===== src/sv/ptt_pkg.sv =====
`default_nettype none
// ----------------------------------------------------------------------------
// ptt_pkg
// Shared types and constants of the page table translator.
// ----------------------------------------------------------------------------
package ptt_pkg;

    localparam int TABLE_DEPTH = 64;
    localparam int FRAME_BITS  = 16;
    localparam int IDX_W       = $clog2(TABLE_DEPTH);
    localparam int VA_W        = 31;
    localparam int PA_W        = 32;
    localparam int SHIFT_W     = 5;
    localparam int COUNT_W     = 7;
    localparam int PFC_W       = 16;
    localparam int SIZE_W      = 2;
    localparam int EIDX_W      = 6;
    localparam int EFRAME_W    = 16;
    localparam int CFG_IDX_W   = 2;
    localparam int CFG_DATA_W  = 16;
    localparam int QUEUE_DEPTH = 2;
    localparam int QPTR_W      = $clog2(QUEUE_DEPTH);
    localparam int QCNT_W      = $clog2(QUEUE_DEPTH + 1);

    localparam logic [SHIFT_W-1:0]    PAGE_SHIFT_RST = SHIFT_W'(7);
    localparam logic [COUNT_W-1:0]    PAGE_COUNT_RST = '0;
    localparam logic [PFC_W-1:0]      PHYS_FRAMES_RST = PFC_W'(32);

    localparam logic [CFG_IDX_W-1:0]  CFG_PAGE_SHIFT  = 2'd0;
    localparam logic [CFG_IDX_W-1:0]  CFG_PAGE_COUNT  = 2'd1;
    localparam logic [CFG_IDX_W-1:0]  CFG_PHYS_FRAMES = 2'd2;

    localparam logic [SIZE_W-1:0]     SZ_HALF = 2'd1;
    localparam logic [SIZE_W-1:0]     SZ_WORD = 2'd2;

    typedef enum logic [1:0] {
        OP_LOAD    = 2'd0,
        OP_READ    = 2'd1,
        OP_WRITE   = 2'd2,
        OP_INSPECT = 2'd3
    } op_t;

    typedef enum logic [2:0] {
        ST_OK    = 3'd0,
        ST_ADDR  = 3'd1,
        ST_FAULT = 3'd2,
        ST_PROT  = 3'd3,
        ST_BUS   = 3'd4
    } status_t;

    typedef enum logic {
        BK_IDLE,
        BK_LOOKUP
    } back_state_t;

    typedef struct packed {
        logic [FRAME_BITS-1:0] frame;
        logic                  valid;
        logic                  read_only;
        logic                  used;
        logic                  dirty;
    } pte_t;

    // classified item as handed from front to back
    typedef struct packed {
        op_t                   op;
        logic [IDX_W-1:0]      idx;
        logic                  page_err;
        logic                  align_err;
        logic [VA_W-1:0]       offset;
        logic [FRAME_BITS-1:0] frame;
        logic                  valid;
        logic                  read_only;
    } cmd_t;

    typedef struct packed {
        status_t               status;
        logic [PA_W-1:0]       phys_addr;
        pte_t                  entry;
    } res_t;

    localparam int PTE_W = $bits(pte_t);

endpackage
`default_nettype wire


===== src/sv/ptt_ram.sv =====
`default_nettype none
// ----------------------------------------------------------------------------
// ptt_ram
// Generic single write port, single read port RAM with registered read.
// ----------------------------------------------------------------------------
module ptt_ram #(
    parameter int WIDTH = 8,
    parameter int DEPTH = 16
) (
    input  wire logic                     clk,
    input  wire logic                     we,
    input  wire logic [$clog2(DEPTH)-1:0] waddr,
    input  wire logic [WIDTH-1:0]         wdata,
    input  wire logic [$clog2(DEPTH)-1:0] raddr,
    output logic      [WIDTH-1:0]         rdata
);

    logic [WIDTH-1:0] mem [DEPTH];
    logic [WIDTH-1:0] rdata_reg;

    always_ff @(posedge clk)
    begin
        if (we)
        begin
            mem[waddr] <= wdata;
        end
        rdata_reg <= mem[raddr];
    end

    assign rdata = rdata_reg;

endmodule
`default_nettype wire


===== src/sv/ptt_front.sv =====
`default_nettype none
// ----------------------------------------------------------------------------
// ptt_front
// Splits the virtual address, does range and alignment checks and queues
// the classified word for the back end.
// ----------------------------------------------------------------------------
module ptt_front (
    input  wire logic                           clk,
    input  wire logic                           rst_n,
    input  wire logic                           in_valid,
    output logic                                in_ready,
    input  wire logic [1:0]                     opcode,
    input  wire logic [ptt_pkg::VA_W-1:0]       virt_addr,
    input  wire logic [ptt_pkg::SIZE_W-1:0]     access_size,
    input  wire logic [ptt_pkg::EIDX_W-1:0]     entry_index,
    input  wire logic [ptt_pkg::EFRAME_W-1:0]   entry_frame,
    input  wire logic                           entry_valid,
    input  wire logic                           entry_read_only,
    input  wire logic [ptt_pkg::SHIFT_W-1:0]    page_shift,
    input  wire logic [ptt_pkg::COUNT_W-1:0]    page_count,
    output ptt_pkg::cmd_t                       head,
    output logic                                head_valid,
    input  wire logic                           pop
);
    import ptt_pkg::*;

    cmd_t               cls;
    logic [VA_W-1:0]    page;
    logic [VA_W-1:0]    off_mask;
    logic               is_access;
    logic               push;
    cmd_t               q_reg [QUEUE_DEPTH];
    logic [QPTR_W-1:0]  wr_ptr_reg;
    logic [QPTR_W-1:0]  wr_ptr_next;
    logic [QPTR_W-1:0]  rd_ptr_reg;
    logic [QPTR_W-1:0]  rd_ptr_next;
    logic [QCNT_W-1:0]  count_reg;
    logic [QCNT_W-1:0]  count_next;

    always_comb
    begin
        page      = virt_addr >> page_shift;
        off_mask  = ~({VA_W{1'b1}} << page_shift);
        is_access = (op_t'(opcode) == OP_READ) || (op_t'(opcode) == OP_WRITE);

        cls.op        = op_t'(opcode);
        cls.idx       = is_access ? page[IDX_W-1:0] : entry_index[IDX_W-1:0];
        cls.page_err  = (page >= VA_W'(TABLE_DEPTH)) || (page >= VA_W'(page_count));
        cls.align_err = ((access_size == SZ_HALF) && virt_addr[0])
                      || ((access_size >= SZ_WORD) && (virt_addr[1:0] != 2'b00));
        cls.offset    = virt_addr & off_mask;
        cls.frame     = entry_frame[FRAME_BITS-1:0];
        cls.valid     = entry_valid;
        cls.read_only = entry_read_only;
    end

    assign in_ready   = (count_reg != QCNT_W'(QUEUE_DEPTH));
    assign push       = in_valid && in_ready;
    assign head_valid = (count_reg != '0);
    assign head       = q_reg[rd_ptr_reg];

    always_comb
    begin
        wr_ptr_next = wr_ptr_reg;
        rd_ptr_next = rd_ptr_reg;
        count_next  = count_reg;
        if (push)
        begin
            wr_ptr_next = (wr_ptr_reg == QPTR_W'(QUEUE_DEPTH - 1)) ? '0 : wr_ptr_reg + 1'b1;
        end
        if (pop)
        begin
            rd_ptr_next = (rd_ptr_reg == QPTR_W'(QUEUE_DEPTH - 1)) ? '0 : rd_ptr_reg + 1'b1;
        end
        if (push && !pop)
        begin
            count_next = count_reg + 1'b1;
        end
        else if (pop && !push)
        begin
            count_next = count_reg - 1'b1;
        end
    end

    always_ff @(posedge clk or negedge rst_n)
    begin
        if (!rst_n)
        begin
            wr_ptr_reg <= '0;
            rd_ptr_reg <= '0;
            count_reg  <= '0;
        end
        else
        begin
            wr_ptr_reg <= wr_ptr_next;
            rd_ptr_reg <= rd_ptr_next;
            count_reg  <= count_next;
        end
    end

    always_ff @(posedge clk)
    begin
        if (push)
        begin
            q_reg[wr_ptr_reg] <= cls;
        end
    end

endmodule
`default_nettype wire


===== src/sv/ptt_back.sv =====
`default_nettype none
// ----------------------------------------------------------------------------
// ptt_back
// Executes queued words against the page table: loads, lookups with mark
// update, and inspects. Holds the result register.
// ----------------------------------------------------------------------------
module ptt_back (
    input  wire logic                           clk,
    input  wire logic                           rst_n,
    input  wire ptt_pkg::cmd_t                  head,
    input  wire logic                           head_valid,
    output logic                                pop,
    input  wire logic [ptt_pkg::SHIFT_W-1:0]    page_shift,
    input  wire logic [ptt_pkg::PFC_W-1:0]      phys_frame_count,
    output logic                                res_valid,
    input  wire logic                           res_ready,
    output ptt_pkg::res_t                       res
);
    import ptt_pkg::*;

    back_state_t            state_reg;
    back_state_t            state_next;
    cmd_t                   cmd_reg;
    cmd_t                   cmd_next;
    logic                   hit_reg;
    logic                   hit_next;
    logic [TABLE_DEPTH-1:0] written_reg;
    logic [TABLE_DEPTH-1:0] written_next;
    logic                   out_valid_reg;
    logic                   out_valid_next;
    res_t                   res_reg;
    res_t                   res_next;
    logic                   out_free;
    logic                   ram_we;
    logic [IDX_W-1:0]       ram_waddr;
    pte_t                   ram_wdata;
    logic [PTE_W-1:0]       ram_rdata;
    pte_t                   entry;
    pte_t                   marked;
    logic [PA_W-1:0]        pa;
    logic                   is_wr;

    ptt_ram #(
        .WIDTH (PTE_W),
        .DEPTH (TABLE_DEPTH)
    ) u_table (
        .clk   (clk),
        .we    (ram_we),
        .waddr (ram_waddr),
        .wdata (ram_wdata),
        .raddr (head.idx),
        .rdata (ram_rdata)
    );

    // entries never loaded since reset read as zero
    assign entry    = hit_reg ? pte_t'(ram_rdata) : '0;
    assign out_free = !out_valid_reg || res_ready;
    assign is_wr    = (cmd_reg.op == OP_WRITE);
    assign pa       = (PA_W'(entry.frame) << page_shift) + PA_W'(cmd_reg.offset);

    always_comb
    begin
        state_next     = state_reg;
        cmd_next       = cmd_reg;
        hit_next       = hit_reg;
        written_next   = written_reg;
        out_valid_next = out_valid_reg && !res_ready;
        res_next       = res_reg;
        pop            = 1'b0;
        ram_we         = 1'b0;
        ram_waddr      = head.idx;
        ram_wdata      = '0;
        marked         = entry;

        case (state_reg)
            BK_IDLE:
            begin
                if (head_valid && out_free)
                begin
                    pop      = 1'b1;
                    cmd_next = head;
                    hit_next = written_reg[head.idx];
                    res_next = '0;
                    case (head.op)
                        OP_LOAD:
                        begin
                            ram_we                 = 1'b1;
                            ram_wdata.frame        = head.frame;
                            ram_wdata.valid        = head.valid;
                            ram_wdata.read_only    = head.read_only;
                            written_next[head.idx] = 1'b1;
                            res_next.status        = ST_OK;
                            out_valid_next         = 1'b1;
                        end
                        OP_READ, OP_WRITE:
                        begin
                            if (head.page_err)
                            begin
                                res_next.status = ST_ADDR;
                                out_valid_next  = 1'b1;
                            end
                            else
                            begin
                                state_next = BK_LOOKUP;
                            end
                        end
                        default:
                        begin
                            state_next = BK_LOOKUP;
                        end
                    endcase
                end
            end
            BK_LOOKUP:
            begin
                // result register is empty here: it was free when the word was popped
                state_next     = BK_IDLE;
                out_valid_next = 1'b1;
                res_next       = '0;
                ram_waddr      = cmd_reg.idx;
                if (cmd_reg.op == OP_INSPECT)
                begin
                    res_next.status = ST_OK;
                    res_next.entry  = entry;
                end
                else if (!entry.valid)
                begin
                    res_next.status = ST_FAULT;
                end
                else if (is_wr && entry.read_only)
                begin
                    res_next.status = ST_PROT;
                end
                else if (PFC_W'(entry.frame) >= phys_frame_count)
                begin
                    res_next.status = ST_BUS;
                end
                else
                begin
                    marked.used  = 1'b1;
                    marked.dirty = entry.dirty || is_wr;
                    ram_we       = 1'b1;
                    ram_wdata    = marked;
                    if (cmd_reg.align_err)
                    begin
                        res_next.status = ST_ADDR;
                    end
                    else
                    begin
                        res_next.status    = ST_OK;
                        res_next.phys_addr = pa;
                    end
                end
            end
            default:
            begin
                state_next = BK_IDLE;
            end
        endcase
    end

    always_ff @(posedge clk or negedge rst_n)
    begin
        if (!rst_n)
        begin
            state_reg     <= BK_IDLE;
            written_reg   <= '0;
            out_valid_reg <= 1'b0;
            hit_reg       <= 1'b0;
        end
        else
        begin
            state_reg     <= state_next;
            written_reg   <= written_next;
            out_valid_reg <= out_valid_next;
            hit_reg       <= hit_next;
        end
    end

    always_ff @(posedge clk)
    begin
        cmd_reg <= cmd_next;
        res_reg <= res_next;
    end

    assign res_valid = out_valid_reg;
    assign res       = res_reg;

endmodule
`default_nettype wire


===== src/sv/page_table_translator.sv =====
`default_nettype none
// ----------------------------------------------------------------------------
// page_table_translator
// Single-level page table translation unit with 64 entries.
// ----------------------------------------------------------------------------
// Input words (in_valid/in_ready) carry an opcode: load entry, read access,
// write access or inspect entry. Each input word gives exactly one result
// word (out_valid/out_ready) with a status, a physical address for accesses
// and the entry contents for inspects.
// Configuration registers (page_shift, page_count, phys_frame_count) are
// written through cfg_we/cfg_index/cfg_data while the unit is idle, which
// the user must ensure: the unit does not enforce it. A two-deep queue
// separates the classifying front end from the table back end. In-range
// accesses and inspects, unlike loads, pass a lookup state that reads the
// table RAM; accesses passing the checks write the marks back. One load per
// cycle is taken while the receiver does not stall, none during a lookup.
// Reset clears every entry to invalid at once (per-entry written flags) and
// restores the register defaults. When the receiver stalls the result is
// held; the queue keeps taking words until it is full.
// ----------------------------------------------------------------------------
module page_table_translator (
    input  wire logic                           clk,
    input  wire logic                           rst_n,
    input  wire logic                           in_valid,
    output logic                                in_ready,
    input  wire logic [1:0]                     opcode,
    input  wire logic [ptt_pkg::VA_W-1:0]       virt_addr,
    input  wire logic [ptt_pkg::SIZE_W-1:0]     access_size,
    input  wire logic [ptt_pkg::EIDX_W-1:0]     entry_index,
    input  wire logic [ptt_pkg::EFRAME_W-1:0]   entry_frame,
    input  wire logic                           entry_valid,
    input  wire logic                           entry_read_only,
    output logic                                out_valid,
    input  wire logic                           out_ready,
    output logic [2:0]                          status,
    output logic [ptt_pkg::PA_W-1:0]            phys_addr,
    output logic [15:0]                         frame_out,
    output logic                                valid_out,
    output logic                                read_only_out,
    output logic                                used_out,
    output logic                                dirty_out,
    input  wire logic                           cfg_we,
    input  wire logic [ptt_pkg::CFG_IDX_W-1:0]  cfg_index,
    input  wire logic [ptt_pkg::CFG_DATA_W-1:0] cfg_data
);
    import ptt_pkg::*;

    logic [SHIFT_W-1:0] page_shift_reg;
    logic [COUNT_W-1:0] page_count_reg;
    logic [PFC_W-1:0]   phys_frames_reg;
    cmd_t               head;
    logic               head_valid;
    logic               pop;
    res_t               res;

    always_ff @(posedge clk or negedge rst_n)
    begin
        if (!rst_n)
        begin
            page_shift_reg  <= PAGE_SHIFT_RST;
            page_count_reg  <= PAGE_COUNT_RST;
            phys_frames_reg <= PHYS_FRAMES_RST;
        end
        else if (cfg_we)
        begin
            case (cfg_index)
                CFG_PAGE_SHIFT:  page_shift_reg  <= cfg_data[SHIFT_W-1:0];
                CFG_PAGE_COUNT:  page_count_reg  <= cfg_data[COUNT_W-1:0];
                CFG_PHYS_FRAMES: phys_frames_reg <= cfg_data[PFC_W-1:0];
                default:
                begin
                end
            endcase
        end
    end

    ptt_front u_front (
        .clk             (clk),
        .rst_n           (rst_n),
        .in_valid        (in_valid),
        .in_ready        (in_ready),
        .opcode          (opcode),
        .virt_addr       (virt_addr),
        .access_size     (access_size),
        .entry_index     (entry_index),
        .entry_frame     (entry_frame),
        .entry_valid     (entry_valid),
        .entry_read_only (entry_read_only),
        .page_shift      (page_shift_reg),
        .page_count      (page_count_reg),
        .head            (head),
        .head_valid      (head_valid),
        .pop             (pop)
    );

    ptt_back u_back (
        .clk              (clk),
        .rst_n            (rst_n),
        .head             (head),
        .head_valid       (head_valid),
        .pop              (pop),
        .page_shift       (page_shift_reg),
        .phys_frame_count (phys_frames_reg),
        .res_valid        (out_valid),
        .res_ready        (out_ready),
        .res              (res)
    );

    assign status        = res.status;
    assign phys_addr     = res.phys_addr;
    assign frame_out     = 16'(res.entry.frame);
    assign valid_out     = res.entry.valid;
    assign read_only_out = res.entry.read_only;
    assign used_out      = res.entry.used;
    assign dirty_out     = res.entry.dirty;

endmodule
`default_nettype wire


===== config.mk =====
export PLATFORM = sky130hd
export DESIGN_NAME = page_table_translator
export DESIGN_NICKNAME = d
export VERILOG_FILES = /design/src/sv/ptt_pkg.sv /design/src/sv/ptt_ram.sv /design/src/sv/ptt_front.sv /design/src/sv/ptt_back.sv /design/src/sv/page_table_translator.sv
export SDC_FILE = /design/constraint.sdc
export NUM_CORES = 2
export LEC_CHECK = 0
export ABC_AREA = 1
export BUFFER_PORTS_ARGS = -buffer_cell sky130_fd_sc_hd__buf_2
export CORE_AREA = 2 2 391 393
export DETAILED_ROUTE_END_ITERATION = 10
export DIE_AREA = 0 0 393 395
export HOLD_SLACK_MARGIN = 0.1
export PLACE_DENSITY = 0.67
export SETUP_SLACK_MARGIN = 0.1
export SYNTH_ARGS = -nofsm -noshare
export SYNTH_HDL_FRONTEND = slang
export SYNTH_SLANG_ARGS = --single-unit

===== constraint.sdc =====
create_clock -name clk -period 5.2 [get_ports clk]
set_input_delay 0.52 -clock clk [delete_from_list [all_inputs] [get_ports clk]]
set_output_delay 0.52 -clock clk [all_outputs]
set_load 0.02 [all_outputs]

==> Word-level counts from Yosys, hierarchy flattened <==
Memory sizes are Yosys's and may differ from the RTL's. A register that Yosys moved wholly into a read port is not among the register bits.
Index checks and enable logic that the tools add are counted.
{ "op_classes": {"n_div": 0, "bitwise_logic": 4, "addsub": 5, "magnitude_cmp": 6, "n_eq_ne": 11, "shifts": 3, "n_mux": 55, "reduce_logical": 29, "mul": 0} }
{ "ops": {"columns": ["operator", "n"], "rows": [
  ["2-to-1 mux 32 bit", 5],
  ["2-to-1 mux 20 bit", 6],
  ["one-hot mux 55 bit (2 select lines)", 1],
  ["OR 64 bit", 1],
  ["2-to-1 mux 55 bit", 1],
  ["2-to-1 mux 18 bit", 2],
  ["one-hot mux 18 bit (2 select lines)", 1],
  ["adder 32 x 31 -> 32 bit", 1],
  ["<< shifter 16 x 5 -> 32 bit", 1],
  ["AND 31 bit", 1],
  [">= comparator 31 x 7 -> 1 bit", 1],
  [">= comparator 31 x 7 -> 1 bit (second input constant)", 1],
  ["NOT 31 bit", 1],
  ["<< shifter 31 x 5 -> 31 bit (first input constant)", 1],
  [">> shifter 31 x 5 -> 31 bit", 1],
  ["2-to-1 mux 1 bit", 22],
  [">= comparator 16 bit", 1],
  ["2-to-1 mux 3 bit", 5],
  ["2-to-1 mux 6 bit", 2],
  ["equality test 2 bit (second input constant)", 5],
  ["one-hot mux 1 bit (2 select lines)", 5],
  ["logical AND 1 bit", 9],
  ["equality test 2 x 1 -> 1 bit (second input constant)", 4],
  ["AND reduction 2 bit", 4],
  ["other kinds (18)", 31]
]} }
{ "word_totals": {"mem_bits_ro": 0, "elab_cells": 136, "ram_bits": 1398, "regBits": 194, "in_bits": 82, "mem_count": 2, "out_inout_bits": 57, "latchBits": 0} }
{ "mem_list": {"columns": ["memory", "words", "word_bits", "read_ports", "rd_clocked_by_memory_dff", "write_ports", "line_no", "source"], "rows": [
  ["u_back.u_table.mem", 64, 20, 1, 1, 1, "ptt_ram.sv:18", "logic [WIDTH-1:0] mem [DEPTH];"],
  ["u_front.q_reg", 2, 59, 1, 0, 1, "ptt_front.sv:32", "cmd_t q_reg [QUEUE_DEPTH];"]
]} }

==> Depth between registers and ports, before layout <==
{ "depth": {"ltp_word": 9, "depth_mapped": 23, "depth_no_buf": 22} }

==> Modules after synthesis <==
A second synthesis with hierarchy kept.
{ "unflattened": {"cells_unflattened": 6633, "hier_area_um2": 70951.8} }
{ "by_module_without_submodules": {"columns": ["module", "area_per_inst_um2", "n_inst", "cells_each", "seq_area_each_um2"], "rows": [
  ["ptt_ram", 52123.7, 1, 4373, 38837.2],
  ["ptt_back", 10740.3, 1, 1425, 4529.3],
  ["ptt_front", 6844.1, 1, 709, 3643.5],
  ["page_table_translator", 1243.7, 1, 126, 705.7]
]} }

==> Least setup slack after synthesis <==
Ideal clock, no wire load.
{ "synth_path": {"kind": "input port to flip-flop", "startpoint": "in out_ready", "endpoint": "mem u_back.u_table.mem[0][3] (netlist bit), data pin", "setup_slack_ns": -0.391, "required_time_ns": 4.499, "arrival_time_ns": 4.889, "path_buffers": 0, "path_stages": 8, "setup_ns": 0.701, "cell_sequence": "nor2_1 -> a21oi_1 -> inv_2 -> nor2_2 -> inv_2 -> nor2_1 -> inv_2 -> o21ai_0"} }
{ "synth_rtl": {"columns": ["element", "line_no", "source"], "rows": [
  ["start, declared", "page_table_translator.sv:34", "input wire logic out_ready,"],
  ["end, declared", "ptt_ram.sv:18", null]
]} }

==> Final worst setup path <==
{ "layout_path": {"startpoint": "reg u_back.hit_reg", "endpoint": "reg u_back.res_reg, in the netlist u_back.res[48], data pin"} }
{ "layout_between": {"elab_chain_len": 9, "word_cells_on_any_way": 11, "cone_classes": "add/sub (1); order compare (1); shift (1); mux (7); reduce/logical (1)"} }
{ "layout_lines": {"columns": ["element", "line_no", "source"], "rows": [
  ["start, declared", "ptt_back.sv:25", "logic hit_reg;"],
  ["start signal, assigned", "ptt_back.sv:176", "hit_reg <= hit_next;"],
  ["2-to-1 mux 20 bit (*)", "ptt_back.sv:56", "assign entry = hit_reg ? pte_t'(ram_rdata) : '0;"],
  ["<< shifter 16 x 5 -> 32 bit", "ptt_back.sv:59", "assign pa = (PA_W'(entry.frame) << page_shift) + PA_W'(cmd_reg.offset);"],
  ["adder 32 x 31 -> 32 bit", "ptt_back.sv:59", null],
  ["2-to-1 mux 32 bit", "ptt_back.sv:144", "if (cmd_reg.align_err)"],
  ["2-to-1 mux 32 bit", "ptt_back.sv:134", "else if (PFC_W'(entry.frame) >= phys_frame_count)"],
  ["2-to-1 mux 32 bit", "ptt_back.sv:130", "else if (is_wr && entry.read_only)"],
  ["2-to-1 mux 32 bit (*)", "ptt_back.sv:126", "else if (!entry.valid)"],
  ["2-to-1 mux 32 bit (*)", "ptt_back.sv:121", "if (cmd_reg.op == OP_INSPECT)"],
  ["one-hot mux 55 bit (2 select lines) (*)", "ptt_back.sv:75", "case (state_reg)"],
  ["end signal, assigned", "ptt_back.sv:183", "res_reg <= res_next;"],
  ["end, declared", "ptt_back.sv:31", "res_t res_reg;"]
]} }
Mark *: on every way between the ends. The rest lies on a longest branch, timed or not.
A chain may end at the register's enable or synchronous reset.

==> flow_metrics.tcl <==
set metrics [dict create \
    grt_pass1_vias 44500 \
    synth_mux_area_share_pct 0.282 \
    final_common_cell "nand2_1" \
    fin_worst_skew_ps 35.7 \
    final-max-slew-violation-count 0 \
    final-hold-violation-count 0 \
    yosys_most_used_dff "edfxtp_1" \
    fin_hold_ws_ps 147 \
    synth_nets 6097 \
    first_pass_iters 7 \
    powerDensity_nw_per_um2 540 \
    io_buffers 138 \
    synth_area_leaders "edfxtp_1 (66%), nand2_1 (11%), dfrtp_1 (3.5%), a21oi_1 (2.4%), nor2_1 (2.3%)" \
    synth_top_family_by_area "simple AND/OR/NAND/NOR gates" \
    grt_setup_unrepaired "no" \
    cts-root-buf "clkbuf_16" \
    cts_buffer_depth 3 \
    drive_gt1_share_pct 11.6 \
    ios 139 \
    cts_sinks 1612 \
    coreArea_um2 151000 \
    n_antenna_cell 0 \
    final_cell_mix "nand2_1 (2,037), edfxtp_1 (1,493), nor2_1 (341)" \
    critPathLaunchType "register" \
    worstMarginPinSlew_ps 1220 \
    cts_max_level 4 \
    setup_violations 0 \
    crit_path_start "u_back.hit_reg$_DFFE_PN0P_" \
    synth_top_cell_area_share_pct 66.5 \
    start_util_pct 44.6 \
    cts_tree "done" \
    synth-seq-cells 1612 \
    grt_first_pass_wirelength_mm 299 \
    row_count 143 \
    die_x_um 393 \
    drv_cap 0 \
    clkTransAtPathRegs_ps 60 \
    cp-end-kind "register" \
    num-nets-final 6406 \
    synth_top_area_cell "edfxtp_1" \
    worst_ep_arrival_time_ps 4900 \
    gp_congestion 0.981 \
    die_area_um2 155000 \
    synthCells 5957 \
    cts_buffers 165 \
    worstSetupEndpoint "u_back.res[48]$_SDFFCE_PP0P_" \
    grt_max_degree 93 \
    period_share_pct 84.5 \
    timing.reg2reg.setup_slack_ps 810 \
    yosys.area_share.adder_pct 1.09 \
    cts_setup_buffers 0 \
    fp.dieH_um 395 \
    ant_nets 0 \
    hpwl_mm 130 \
    fmax_ghz 0.228 \
    tns_ps 0 \
    synth_xor_area_share_pct 0.260 \
    drt_iter0_drc 6422 \
    status "finished clean" \
    area.growth.synth_to_final_pct 14.8 \
    period_needed_ps 4390 \
    vdd_drop_max_mv 0.366 \
    wirelength_mm 206 \
    wl_per_cell_um 24.5 \
    netlist_area_um2 67400 \
    grt_usage_pct 26.2 \
    synth-edff-count 1493 \
    fin_util_pct 51.2 \
    antenna_found_initial 11 \
    num_vias 47200 \
    regToRegEndpoint "u_back.res[48]$_SDFFCE_PP0P_" \
    synth_compound_area_share_pct 6.36 \
    worstPathRequired_ps 5700 \
    overflow 0 \
    p_leak_nw 29.8 \
    hold_class "in -> reg" \
    clk_latency_ps 810 \
    seq_area_frac_synth_pct 70.8 \
    ys_types 63 \
    critical_path.max_fanout 23 \
    hold_start "virt_addr[16]" \
    worstHoldPathCells 3 \
    ys_warn_count 0 \
    vias_per_cell 5.60 \
    synthSimpleGateAreaFrac_pct 17.5 \
    drc 0 \
    r2r-start "u_back.hit_reg$_DFFE_PN0P_" \
    largest_register_ffs 1280 \
    cts_resized 0 \
    crit_type "reg -> reg" \
    n_fill_cell 12800 \
    slew_headroom_pct 18.2 \
    ff2ff_path_depth 15 \
    async_flop_share_pct 6.14 \
    syn_area_per_cell_um2 11.3 \
]
## where the power goes
part / switching, mW / internal [mW] / total, mW
registers: 0.441 / 15.9 / 16.3
clock network: 5.03 / 6.38 / 11.4
logic: 10.5 / 3.58 / 14.1
total: 16.0 / 25.9 / 41.8
## Yosys cell counts (4+ instances only)
master	instances
nand2_1	2039
edfxtp_1	1493
nor2_1	408
a21oi_1	326
inv_1	307
o21ai_0	206
nand3_1	167
nand4_1	163
buf_2	137
dfrtp_1	95
o21ai_1	91
clkbuf_1	73
ha_1	57
a22oi_1	48
o21bai_1	37
nor3_1	32
buf_1	24
o22ai_1	23
dfxtp_1	20
mux2i_1	19
or2_2	18
inv_2	16
buf_4	15
xor2_1	15
buf_6	10
or2_1	9
a21o_1	6
and2_1	6
o21a_1	6
nand3_4	5
nand3b_1	5
nor3_2	5
o21ai_2	5
xnor2_1	5
a21boi_0	4
dfstp_2	4
inv_4	4
nand2_2	4
nand2_4	4
## metal layers
layer / vias to the layer above / share of wire [%] / global-route usage [%]
met5: - / 0.023 / 0
li1: 21200 / - / -
met3: 415 / 11 / 5.13
met4: 8 / 4.3 / 10.9
met1: 22900 / 40 / 36.8
met2: 2731 / 45 / 40.0
## cell families after synthesis
| family | Yosys count |
|---|---|
| AOI/OAI and AO/OA | 776 |
| xor gates and xnor gates | 20 |
| adders and majority gates | 58 |
| buffers and inverters | 588 |
| DFF | 1612 |
| muxes | 19 |
| and+or+nand+nor | 2884 |
## worst min path at each step
stage,endpoint,slack (ps)
after floorplan,page_count_reg[0]$_DFFE_PN0P_,220
after global placement,u_back.written_reg[56]$_DFFE_PN0P_,440
after global routing,u_front.q_reg[0][38]$_DFFE_PP_,130
after detailed placement,u_back.written_reg[56]$_DFFE_PN0P_,440
final,u_front.q_reg[1][34]$_DFFE_PP_,150
after CTS,u_front.q_reg[1][34]$_DFFE_PP_,100
## worst max-delay path, cell delays in order, from the launching register on
cell	delay [ps]
dfrtp_1	820
nand2_1	470
o21ai_0	440
o21ai_0	340
nand2_1	130
o21ai_0	190
nor2_1	170
ha_1	310
a21oi_1	200
o21ai_0	120
a21oi_1	280
o21ai_0	260
nand3b_1	190
nand2_1	70
nand2_1	60
a21oi_1	60
## timing repair
| item | CTS | global route |
|---|---|---|
| endpoints found under the hold margin | 155 | 0 |
| endpoints found under the setup margin | 0 | 0 |
| hold buffers | 50 | 0 |
## per-stage QoR
step | worst slack (ps) | area, um2 | power, mW | instances
2_1_floorplan | 361 | 67400 | 24.6 | 5957
3_3_place_gp | 894 | 71800 | 30.2 | 8079
3_5_place_dp | 889 | 71800 | 30.3 | 8079
4_1_cts | 876 | 77400 | 41.7 | 8429
5_1_grt | 459 | 77400 | 43.6 | 8429
6_report | 806 | 77400 | 41.8 | 8429
## final cells by class
| class | instances | area (um2) | area share [%] |
|---|---|---|---|
| Inverter | 329 | 1260 | 1.63 |
| Clock inverter | 90 | 833 | 1.08 |
| Sequential cell | 1612 | 47700 | 61.6 |
| Multi-Input combinational cell | 3757 | 17700 | 22.8 |
| Clock buffer | 210 | 4340 | 5.60 |
| Timing Repair Buffer | 401 | 3070 | 3.96 |
| Tap cell | 2030 | 2540 | 3.28 |
Note: power is estimated with default switching activity, not from simulation.
